`src/sv/mma_pkg.sv`:
```
// mma_pkg: widths, item record and queue status shared by the moving-average block
// used by the channel interfaces, front, queue, back end and top level; no dependencies

package mma_pkg;

   localparam int SAMPLE_W    = 12;
   localparam int CHAN_W      = 2;
   // 64 * 4095 stays below 2**18
   localparam int SUM_W       = 18;
   // reciprocal multiplier width, enough for any window length up to 64
   localparam int MUL_W       = SUM_W + 2;
   localparam int PROD_W      = SUM_W + MUL_W;
   localparam int QUEUE_DEPTH = 4;
   localparam int QCOUNT_W    = $clog2(QUEUE_DEPTH + 1);
   localparam int QPTR_W      = $clog2(QUEUE_DEPTH);

   // one classified item as it travels from front to back
   typedef struct packed {
      logic [SAMPLE_W-1:0] sample;
      logic [CHAN_W-1:0]   channel;
      logic                in_range;
   } item_type;

   // queue status seen by front and back
   typedef struct packed {
      logic has_item;
      logic has_room;
   } queue_status_type;

endpackage

```
`src/sv/mma_if.sv`:
```
// mma_req_if / mma_rsp_if: valid-ready channels for samples and averages
// depends on mma_pkg for field widths

interface mma_req_if;
   logic                         valid;
   logic                         ready;
   logic [mma_pkg::SAMPLE_W-1:0] sample;
   logic [mma_pkg::CHAN_W-1:0]   channel;

   modport source (output valid, output sample, output channel, input ready);
   modport sink (input valid, input sample, input channel, output ready);
endinterface

interface mma_rsp_if;
   logic                         valid;
   logic                         ready;
   logic [mma_pkg::SAMPLE_W-1:0] average;
   logic [mma_pkg::CHAN_W-1:0]   channel_out;

   modport source (output valid, output average, output channel_out, input ready);
   modport sink (input valid, input average, input channel_out, output ready);
endinterface

```
`src/sv/mma_front.sv`:
```
// mma_front: intake register that takes request transfers and tags each with its range check
// depends on mma_pkg and mma_req_if; feeds mma_queue

module mma_front #(
   parameter int CHANNELS = 4
) (
   input  logic                      clock,
   input  logic                      reset,
   mma_req_if.sink                   req_bus,
   input  mma_pkg::queue_status_type queue_status,
   output logic                      push,
   output mma_pkg::item_type         item
);

   logic              valid_ff, valid_in;
   mma_pkg::item_type item_ff, item_in;
   logic              take;

   // room when empty or when the held item moves into the queue this cycle
   assign push          = valid_ff && queue_status.has_room;
   assign req_bus.ready = !valid_ff || queue_status.has_room;
   assign take          = req_bus.valid && req_bus.ready;

   // classify the incoming transfer
   always_comb begin
      item_in.sample   = req_bus.sample;
      item_in.channel  = req_bus.channel;
      item_in.in_range = int'(req_bus.channel) < CHANNELS;
      valid_in         = take || (valid_ff && !push);
   end

   // intake register
   always_ff @(posedge clock) begin
      if (reset) begin
         valid_ff <= 1'b0;
      end else begin
         valid_ff <= valid_in;
      end
      if (take) begin
         item_ff <= item_in;
      end
   end

   assign item = item_ff;

endmodule

```
`src/sv/mma_queue.sv`:
```
// mma_queue: small first-in first-out queue of classified items between front and back
// depends on mma_pkg

module mma_queue (
   input  logic                      clock,
   input  logic                      reset,
   input  logic                      push,
   input  mma_pkg::item_type         push_item,
   input  logic                      pop,
   output mma_pkg::item_type         head_item,
   output mma_pkg::queue_status_type status
);

   mma_pkg::item_type               entry_ff [mma_pkg::QUEUE_DEPTH];
   logic [mma_pkg::QPTR_W-1:0]      wr_ptr_ff, wr_ptr_in;
   logic [mma_pkg::QPTR_W-1:0]      rd_ptr_ff, rd_ptr_in;
   logic [mma_pkg::QCOUNT_W-1:0]    count_ff, count_in;

   // pointer and occupancy update
   always_comb begin
      wr_ptr_in = push ? wr_ptr_ff + 1'b1 : wr_ptr_ff;
      rd_ptr_in = pop ? rd_ptr_ff + 1'b1 : rd_ptr_ff;
      count_in  = count_ff;
      if (push && !pop) begin
         count_in = count_ff + 1'b1;
      end else if (pop && !push) begin
         count_in = count_ff - 1'b1;
      end
   end

   always_ff @(posedge clock) begin
      if (reset) begin
         wr_ptr_ff <= '0;
         rd_ptr_ff <= '0;
         count_ff  <= '0;
      end else begin
         wr_ptr_ff <= wr_ptr_in;
         rd_ptr_ff <= rd_ptr_in;
         count_ff  <= count_in;
      end
      if (push) begin
         entry_ff[wr_ptr_ff] <= push_item;
      end
   end

   assign head_item       = entry_ff[rd_ptr_ff];
   assign status.has_item = count_ff != '0;
   assign status.has_room = count_ff != mma_pkg::QCOUNT_W'(mma_pkg::QUEUE_DEPTH);

   // no transfer into a full queue, none out of an empty one
   assert property (@(posedge clock) disable iff (reset)
      push |-> count_ff < mma_pkg::QCOUNT_W'(mma_pkg::QUEUE_DEPTH))
      else $error("queue overflow");
   assert property (@(posedge clock) disable iff (reset)
      pop |-> count_ff != '0)
      else $error("queue underflow");

endmodule

```
`src/sv/mma_back.sv`:
```
// mma_back: window ring buffers, running sums, reciprocal divide and result register
// depends on mma_pkg and mma_rsp_if; drains mma_queue

module mma_back #(
   parameter int WINDOW_LENGTH = 8,
   parameter int CHANNELS      = 4
) (
   input  logic                      clock,
   input  logic                      reset,
   input  mma_pkg::queue_status_type queue_status,
   input  mma_pkg::item_type         head_item,
   output logic                      pop,
   mma_rsp_if.source                 rsp_bus
);

   localparam int DEPTH    = CHANNELS * WINDOW_LENGTH;
   localparam int ADDR_W   = (DEPTH > 1) ? $clog2(DEPTH) : 1;
   localparam int PTR_W    = (WINDOW_LENGTH > 1) ? $clog2(WINDOW_LENGTH) : 1;
   localparam int FILL_W   = $clog2(WINDOW_LENGTH + 1);
   localparam int CH_IDX_W = (CHANNELS > 1) ? $clog2(CHANNELS) : 1;
   // exact truncating divide by multiply and shift for any dividend below 2**SUM_W
   localparam int SHIFT    = mma_pkg::SUM_W + $clog2(WINDOW_LENGTH);
   localparam longint RECIP = ((longint'(1) << SHIFT) + WINDOW_LENGTH - 1) / WINDOW_LENGTH;
   localparam logic [mma_pkg::MUL_W-1:0] RECIP_C = mma_pkg::MUL_W'(RECIP);
   localparam logic [mma_pkg::SUM_W-1:0] SUM_MAX =
      mma_pkg::SUM_W'(WINDOW_LENGTH * ((1 << mma_pkg::SAMPLE_W) - 1));

   logic advance;

   // window ring buffers, one region of WINDOW_LENGTH entries per channel
   logic [mma_pkg::SAMPLE_W-1:0] window_mem [DEPTH];
   logic [PTR_W-1:0]             ptr_ff  [CHANNELS];
   logic [FILL_W-1:0]            fill_ff [CHANNELS];
   logic [CH_IDX_W-1:0]          head_idx;
   logic [PTR_W-1:0]             head_ptr;
   logic [FILL_W-1:0]            head_fill;
   logic [ADDR_W-1:0]            mem_addr;

   // stage 1: oldest sample read
   logic                         s1_valid_ff;
   mma_pkg::item_type            s1_item_ff;
   logic                         s1_empty_slot_ff;
   logic [mma_pkg::SAMPLE_W-1:0] s1_oldest_ff;
   logic [mma_pkg::SAMPLE_W-1:0] oldest;
   logic [CH_IDX_W-1:0]          s1_idx;

   // stage 2: running sum
   logic [mma_pkg::SUM_W-1:0]    sum_ff [CHANNELS];
   logic [mma_pkg::SUM_W-1:0]    sum_in;
   logic                         s2_valid_ff;
   logic [mma_pkg::CHAN_W-1:0]   s2_channel_ff;
   logic [mma_pkg::SUM_W-1:0]    s2_sum_ff;

   // stage 3: reciprocal product
   logic                         s3_valid_ff;
   logic [mma_pkg::CHAN_W-1:0]   s3_channel_ff;
   logic [mma_pkg::PROD_W-1:0]   s3_prod_ff, prod_in;

   // result register
   logic                         rsp_valid_ff;
   logic [mma_pkg::SAMPLE_W-1:0] rsp_average_ff;
   logic [mma_pkg::CHAN_W-1:0]   rsp_channel_ff;

   // whole back end moves unless a result waits on a stalled sink
   assign advance = !rsp_valid_ff || rsp_bus.ready;
   assign pop     = advance && queue_status.has_item;

   // address of the slot about to be overwritten, which holds the oldest sample
   always_comb begin
      head_idx  = CH_IDX_W'(head_item.channel);
      head_ptr  = '0;
      head_fill = '0;
      mem_addr  = '0;
      if (head_item.in_range) begin
         head_ptr  = ptr_ff[head_idx];
         head_fill = fill_ff[head_idx];
         mem_addr  = ADDR_W'(int'(head_idx) * WINDOW_LENGTH + int'(head_ptr));
      end
   end

   // per-channel ring pointer and fill count
   always_ff @(posedge clock) begin
      if (reset) begin
         for (int c = 0; c < CHANNELS; c++) begin
            ptr_ff[c]  <= '0;
            fill_ff[c] <= '0;
         end
      end else if (pop && head_item.in_range) begin
         if (head_ptr == PTR_W'(WINDOW_LENGTH - 1)) begin
            ptr_ff[head_idx] <= '0;
         end else begin
            ptr_ff[head_idx] <= head_ptr + 1'b1;
         end
         if (head_fill != FILL_W'(WINDOW_LENGTH)) begin
            fill_ff[head_idx] <= head_fill + 1'b1;
         end
      end
   end

   // window memory: oldest read and newest written at the same slot
   always_ff @(posedge clock) begin
      if (pop && head_item.in_range) begin
         window_mem[mem_addr] <= head_item.sample;
      end
      if (advance) begin
         s1_oldest_ff <= window_mem[mem_addr];
      end
   end

   // stage 1 register
   always_ff @(posedge clock) begin
      if (reset) begin
         s1_valid_ff <= 1'b0;
      end else if (advance) begin
         s1_valid_ff <= pop;
      end
      if (advance) begin
         s1_item_ff       <= head_item;
         s1_empty_slot_ff <= head_fill != FILL_W'(WINDOW_LENGTH);
      end
   end

   // slot never written reads as zero
   assign oldest = s1_empty_slot_ff ? '0 : s1_oldest_ff;
   assign s1_idx = CH_IDX_W'(s1_item_ff.channel);

   always_comb begin
      sum_in = '0;
      if (s1_item_ff.in_range) begin
         sum_in = sum_ff[s1_idx] + mma_pkg::SUM_W'(s1_item_ff.sample)
                  - mma_pkg::SUM_W'(oldest);
      end
   end

   // stage 2: running sums and sum register
   always_ff @(posedge clock) begin
      if (reset) begin
         for (int c = 0; c < CHANNELS; c++) begin
            sum_ff[c] <= '0;
         end
         s2_valid_ff <= 1'b0;
      end else if (advance) begin
         if (s1_valid_ff && s1_item_ff.in_range) begin
            sum_ff[s1_idx] <= sum_in;
         end
         s2_valid_ff <= s1_valid_ff;
      end
      if (advance) begin
         s2_channel_ff <= s1_item_ff.channel;
         s2_sum_ff     <= sum_in;
      end
   end

   // stage 3: multiply by the reciprocal of the window length
   assign prod_in = s2_sum_ff * RECIP_C;

   always_ff @(posedge clock) begin
      if (reset) begin
         s3_valid_ff <= 1'b0;
      end else if (advance) begin
         s3_valid_ff <= s2_valid_ff;
      end
      if (advance) begin
         s3_channel_ff <= s2_channel_ff;
         s3_prod_ff    <= prod_in;
      end
   end

   // result register, holds while the sink stalls
   always_ff @(posedge clock) begin
      if (reset) begin
         rsp_valid_ff <= 1'b0;
      end else if (advance) begin
         rsp_valid_ff <= s3_valid_ff;
      end
      if (advance) begin
         rsp_average_ff <= s3_prod_ff[SHIFT +: mma_pkg::SAMPLE_W];
         rsp_channel_ff <= s3_channel_ff;
      end
   end

   assign rsp_bus.valid       = rsp_valid_ff;
   assign rsp_bus.average     = rsp_average_ff;
   assign rsp_bus.channel_out = rsp_channel_ff;

   // running sums never exceed a full window of maximum samples
   for (genvar c = 0; c < CHANNELS; c++) begin : g_check
      assert property (@(posedge clock) disable iff (reset)
         sum_ff[c] <= SUM_MAX)
         else $error("running sum out of range");
      assert property (@(posedge clock) disable iff (reset)
         fill_ff[c] <= FILL_W'(WINDOW_LENGTH))
         else $error("fill count past window length");
   end

   // an item in stage 1 moves into stage 2 on the next advance
   assert property (@(posedge clock) disable iff (reset)
      (advance && s1_valid_ff) |=> s2_valid_ff)
      else $error("item lost between stage 1 and stage 2");

endmodule

```
`src/sv/multichannel_moving_average.sv`:
```
// multichannel_moving_average: top level of the per-channel boxcar averaging filter
// depends on mma_pkg, mma_req_if, mma_rsp_if, mma_front, mma_queue and mma_back
//
//   port      dir   role      payload
//   req_bus   in    sink      sample[11:0], channel[1:0]
//   rsp_bus   out   source    average[11:0], channel_out[1:0]
//
// one item per cycle sustained while the result side does not stall; each item passes
// in order through the intake register, queue, window memory read, running sum,
// reciprocal multiply and result register before its result is offered on rsp_bus
// the rate is set by the single window memory port, which reads the oldest sample
// and writes the new one of the same item in the same cycle
// reset clears the per-channel fill counts, which stand in for clearing window memory
// rsp_bus.ready low with a result waiting freezes the back end; the four-entry queue and
// intake register keep req_bus.ready high for up to five more transfers

module multichannel_moving_average #(
   parameter int WINDOW_LENGTH = 8,
   parameter int CHANNELS      = 4
) (
   input  logic       clock,
   input  logic       reset,
   mma_req_if.sink    req_bus,
   mma_rsp_if.source  rsp_bus
);

   mma_pkg::queue_status_type queue_status;
   mma_pkg::item_type         front_item;
   mma_pkg::item_type         head_item;
   logic                      push;
   logic                      pop;

   // front: takes transfers and checks the channel
   mma_front #(
      .CHANNELS (CHANNELS)
   ) u_front (
      .clock        (clock),
      .reset        (reset),
      .req_bus      (req_bus),
      .queue_status (queue_status),
      .push         (push),
      .item         (front_item)
   );

   // queue between front and back end
   mma_queue u_queue (
      .clock     (clock),
      .reset     (reset),
      .push      (push),
      .push_item (front_item),
      .pop       (pop),
      .head_item (head_item),
      .status    (queue_status)
   );

   // back end: window update, running sum and divide
   mma_back #(
      .WINDOW_LENGTH (WINDOW_LENGTH),
      .CHANNELS      (CHANNELS)
   ) u_back (
      .clock        (clock),
      .reset        (reset),
      .queue_status (queue_status),
      .head_item    (head_item),
      .pop          (pop),
      .rsp_bus      (rsp_bus)
   );

endmodule

```
`src/flat_wrapper.sv`:
```
// flat-port wrapper written by rule: the top's interface ports become plain ports
module multichannel_moving_average_flat 
#(
   parameter int WINDOW_LENGTH = 8,
   parameter int CHANNELS      = 4
)
  (clock, reset, req_bus_valid, req_bus_sample, req_bus_channel, req_bus_ready, rsp_bus_valid, rsp_bus_average, rsp_bus_channel_out, rsp_bus_ready);
  mma_req_if req_bus_i ();
  mma_rsp_if rsp_bus_i ();
  input  logic clock;
  input  logic reset;
  input wire logic [$bits(req_bus_i.valid)-1:0] req_bus_valid;
  input wire logic [$bits(req_bus_i.sample)-1:0] req_bus_sample;
  input wire logic [$bits(req_bus_i.channel)-1:0] req_bus_channel;
  output wire logic [$bits(req_bus_i.ready)-1:0] req_bus_ready;
  output wire logic [$bits(rsp_bus_i.valid)-1:0] rsp_bus_valid;
  output wire logic [$bits(rsp_bus_i.average)-1:0] rsp_bus_average;
  output wire logic [$bits(rsp_bus_i.channel_out)-1:0] rsp_bus_channel_out;
  input wire logic [$bits(rsp_bus_i.ready)-1:0] rsp_bus_ready;
  assign req_bus_i.valid = req_bus_valid;
  assign req_bus_i.sample = req_bus_sample;
  assign req_bus_i.channel = req_bus_channel;
  assign req_bus_ready = req_bus_i.ready;
  assign rsp_bus_valid = rsp_bus_i.valid;
  assign rsp_bus_average = rsp_bus_i.average;
  assign rsp_bus_channel_out = rsp_bus_i.channel_out;
  assign rsp_bus_i.ready = rsp_bus_ready;
  multichannel_moving_average #(.WINDOW_LENGTH(WINDOW_LENGTH), .CHANNELS(CHANNELS)) u_core (.clock(clock), .reset(reset), .req_bus(req_bus_i), .rsp_bus(rsp_bus_i));
endmodule
```
`config.mk`:
```
export PLATFORM = sky130hd
export DESIGN_NAME = multichannel_moving_average_flat
export DESIGN_NICKNAME = d
export VERILOG_FILES = /design/src/sv/mma_pkg.sv /design/src/sv/mma_if.sv /design/src/sv/mma_front.sv /design/src/sv/mma_queue.sv /design/src/sv/mma_back.sv /design/src/sv/multichannel_moving_average.sv /design/src/flat_wrapper.sv
export SDC_FILE = /design/constraint.sdc
export NUM_CORES = 1
export LEC_CHECK = 0
export ABC_AREA = 1
export BUFFER_PORTS_ARGS = -buffer_cell sky130_fd_sc_hd__buf_2
export CORE_ASPECT_RATIO = 0.8
export CORE_MARGIN = 1
export CORE_UTILIZATION = 57
export DETAILED_ROUTE_END_ITERATION = 12
export GPL_ROUTABILITY_DRIVEN = 1
export PLACE_DENSITY = 0.73
export SLEW_MARGIN = 10
export SYNTH_ARGS = -nofsm -noshare
export SYNTH_HDL_FRONTEND = slang
export SYNTH_SLANG_ARGS = --single-unit
export TNS_END_PERCENT = 20
```
`constraint.sdc`:
```
create_clock -name clock -period 4.5 [get_ports clock]
set_input_delay 0.9 -clock clock [delete_from_list [all_inputs] [get_ports clock]]
set_output_delay 0.9 -clock clock [all_outputs]
set_load 0.05 [all_outputs]
```
==> summary.md <==
| Metric | Value |
|---|---|
| Gate Count Post-Synth | roughly 2400 |
| Worst Reg2Reg Path Length in Cells | 16 |
| Max Fclk | around 250 MHz |
| Drt drc | 0 |
| I/O pin total | 34 |
| Hold path start | u_core.u_back.s3_prod_ff[24] |
| WP data required | 4850 ps |
| Sequential fraction of the synthesis area | roughly 69% |
| IO Port Bufs | 33 |
| Final Wtd Congestion | 0.9038 |
| Syn-to-layout area delta | 10.68% |
| Max incr delay on CP | ~500 ps |
| Yosys cell types | 38 |
| First-pass GRT wire length | between 90000 and 100000 um |
| Most frequent cells in the layout | edfxtp_1, nand2_1, inv_1 |
| Core Footprint | about 47000 um2 |
| Crit-path slowest cell | fa_1 |
| Setup repair bufs after CTS | 0 |
| Pins Over Slew Limit | 0 |
| Die height | 197.1 um |
| Min Tclk post-route | between 4000 and 5000 ps |
| Nets | about 2500 |
| R2R Path End | u_core.u_back.sum_ff[2][11] |
| Root Driver | clkbuf_16 |
| Remaining Overflow, GRT | 0 |
| WHS Path Cells | 0 |
| Synth Register Bits | around 630 |
| CTS H-tree lvls | 2 |
| Vias per cell | 5.571 |
| CTS resizes | 0 |
| Placed Cells | between 3000 and 4000 |
| Post-CTS Hold Buffers | 0 |
| Nature of the critical path endpoint | register |
| Drt wl/cell | roughly 20 um |
| Hold EP | u_core.u_back.rsp_bus.average[3] |
| Largest net degree at the start of global routing | between 100 and 150 |
| Outcome | finished clean |
| Clk slew on worst S/H paths | 60 ps |
| CTS max path bufs | 3 |
| Initial cell density of the core | between 50% and 60% |
| CP startpoint kind | register |
| TritonCTS clock tree | yes |
| Bufs and invs on worst path | 3 |
| Ys Warns | 0 |
| Maxcap violations | 0 |
| RSZ-0062 raised after global routing | no |
| Syn_nets | approximately 2500 |
| Number of global-route vias before repair | roughly 17000 |
| DIE AREA | 48440 um2 |
| Area of the multi-input gates | around 6800 um2 |
| Post-Route Setup TNS | 0 ps |
| Worst Clk Skew | about 14 ps |
| CP Depth | 16 |
| Worst Path Arrival | between 4000 and 5000 ps |
| Detailed Place HPWL | around 37000 um |
| Headroom to the max-slew limit | 14.79% |
| Family with the most delay on the worst path | compound AO/OA/AOI/OAI gates |
| Clk sinks | roughly 630 |
| Total routed wirelength | 61970 um |
| Syn avg cell area | between 10 and 15 um2 |
| Final Setup Violations | 0 |
| Initial DRC count | between 1500 and 2000 |
| Post-route insts no fill | around 3100 |
| Period utilisation layout | ~90% |
| R2r setup slk | roughly 440 ps |
| DRT antenna net count | 0 |
| Critical path class | reg -> reg |
| Synthesized area | around 27000 um2 |
| Total CTS buffers | between 50 and 60 |
| DR vias | approximately 18000 |
| Register area | 18670 um2 |
| Initial antenna violation count | 1 |
| Fill cells | 3581 |
| Die Wd | 245.8 um |
| Worst skew pair latency | 620 ps |
| Initial DRT Pass Iterations | 6 |
| Worst Max-Slew Pin Slew | 1274 ps |
| Worst Hold Class | reg -> reg |
| Ant. Diodes | 0 |
| Critical path cell sequence | inv_1 -> nand2_1 -> a32o_1 -> fa_1 -> inv_1 -> ha_1 -> nand3_1 -> nand3_1 -> a21oi_1 -> o21ai_0 -> a21boi_0 -> o21ai_0 -> nand2_1 -> inv_1 -> nor2_1 -> nor2_1 |
| Global Route Usage Sum | approximately a quarter |
| Layout cells sized above 1 | ~8.9% |
| Most common cell after layout, fill and taps aside | edfxtp_1 |
| Num rows | between 70 and 80 |
| Largest driver fanout on the critical path | 12 |
| Worst path most repeated cell | inv_1 |
| Hold WS | about 420 ps |
| Final Hold Viols | 0 |
## per-layer routing
metal | vias up | wire length [um] | track usage (%)
met5 | - | 0 | 0
met4 | 0 | 1449 | 8.305
met3 | 96 | 5831 | 4.660
met2 | 756 | 28440 | 40.29
met1 | 8485 | 26250 | 37.67
li1 | 8196 | - | -
## registers in the layout, indices dropped and copies added (netlist names), 3 cells and up, named ones only
name                           count
u_core.u_back.window_mem         384
u_core.u_back.sum_ff              60
u_core.u_queue.entry_ff           56
u_core.u_back.fill_ff             16
u_core.u_front.item               14
u_core.u_back.ptr_ff              12
u_core.u_back.rsp_bus.average     12
u_core.u_back.s1_item_ff          12
u_core.u_back.s1_oldest_ff        12
u_core.u_back.s2_sum_ff           12
u_core.u_back.s3_prod_ff          12
u_core.u_queue.count_ff            3
## per-stage QoR
| stage | instance area (um2) | worst slack (ps) | util, % |
|---|---|---|---|
| global placement | 28190 | 781.5 | 59.98 |
| CTS | 30000 | 484.9 | 63.84 |
| detailed placement | 28190 | 533.1 | 59.98 |
| finish | 30000 | 441.2 | 63.84 |
| global route | 30000 | 201.0 | 63.84 |
| floorplan | 27110 | 219.7 | - |
## area by class of cell
class,instances,area share [%]
Timing Repair Buffer,106,2.502
Inverter,327,4.091
Sequential cell,627,62.22
Tap cell,620,2.586
Clock inverter,37,1.018
Clock buffer,68,5.034
Multi-Input combinational cell,1362,22.55
## synthesized netlist by cell type
library cell	count	share of area (%)
fa_1	13	0.96
nor2_4	1	0.042
nand2_1	556	7.7
o31ai_1	2	0.055
buf_2	35	0.65
xnor2_1	3	0.097
nand3b_1	107	3.0
clkbuf_1	39	0.54
a21boi_0	2	0.055
buf_4	16	0.44
nor2_2	3	0.069
o21ai_0	57	1.1
nand4_1	4	0.092
or2_2	1	0.023
inv_1	323	4.5
dfxtp_1	16	1.2
ha_1	27	1.2
nand3_2	2	0.074
clkinv_1	1	0.014
a21o_1	1	0.028
nor3_1	3	0.055
nand3_1	134	2.5
buf_1	9	0.12
o22ai_1	16	0.37
buf_6	6	0.25
inv_2	3	0.042
nand2_2	8	0.18
edfxtp_1	611	68
nor2_1	271	3.8
a21oi_1	39	0.72
xor2_1	12	0.39
a31oi_1	1	0.023
nor3_2	1	0.037
a22oi_1	2	0.055
o21ai_1	79	1.5
nand2_4	2	0.083
a32o_1	13	0.48
a32oi_1	2	0.065
## how the worst max path moves through the flow
stage	from	to	slack, ps
CTS	register	u_core.u_back.sum_ff[2][11]	480
floorplan	rsp_bus_ready	u_core.u_back.sum_ff[0][0]	220
global route	register	u_core.u_back.sum_ff[2][11]	200
detailed placement	register	u_core.u_back.sum_ff[2][11]	530
global placement	register	u_core.u_back.sum_ff[3][11]	780
finish	register	u_core.u_back.sum_ff[2][11]	440
## logic make-up after synthesis
kind of cell    synth area share [%]
simple gates                   17.55
compound gates                 4.362
buf+inv                        6.531
fa+ha+maj                      2.206
xor+xnor                      0.4847
flops                          68.87
Power is not shown: default switching activity piles up to over one toggle a cycle in this logic, so the estimate is an artifact.
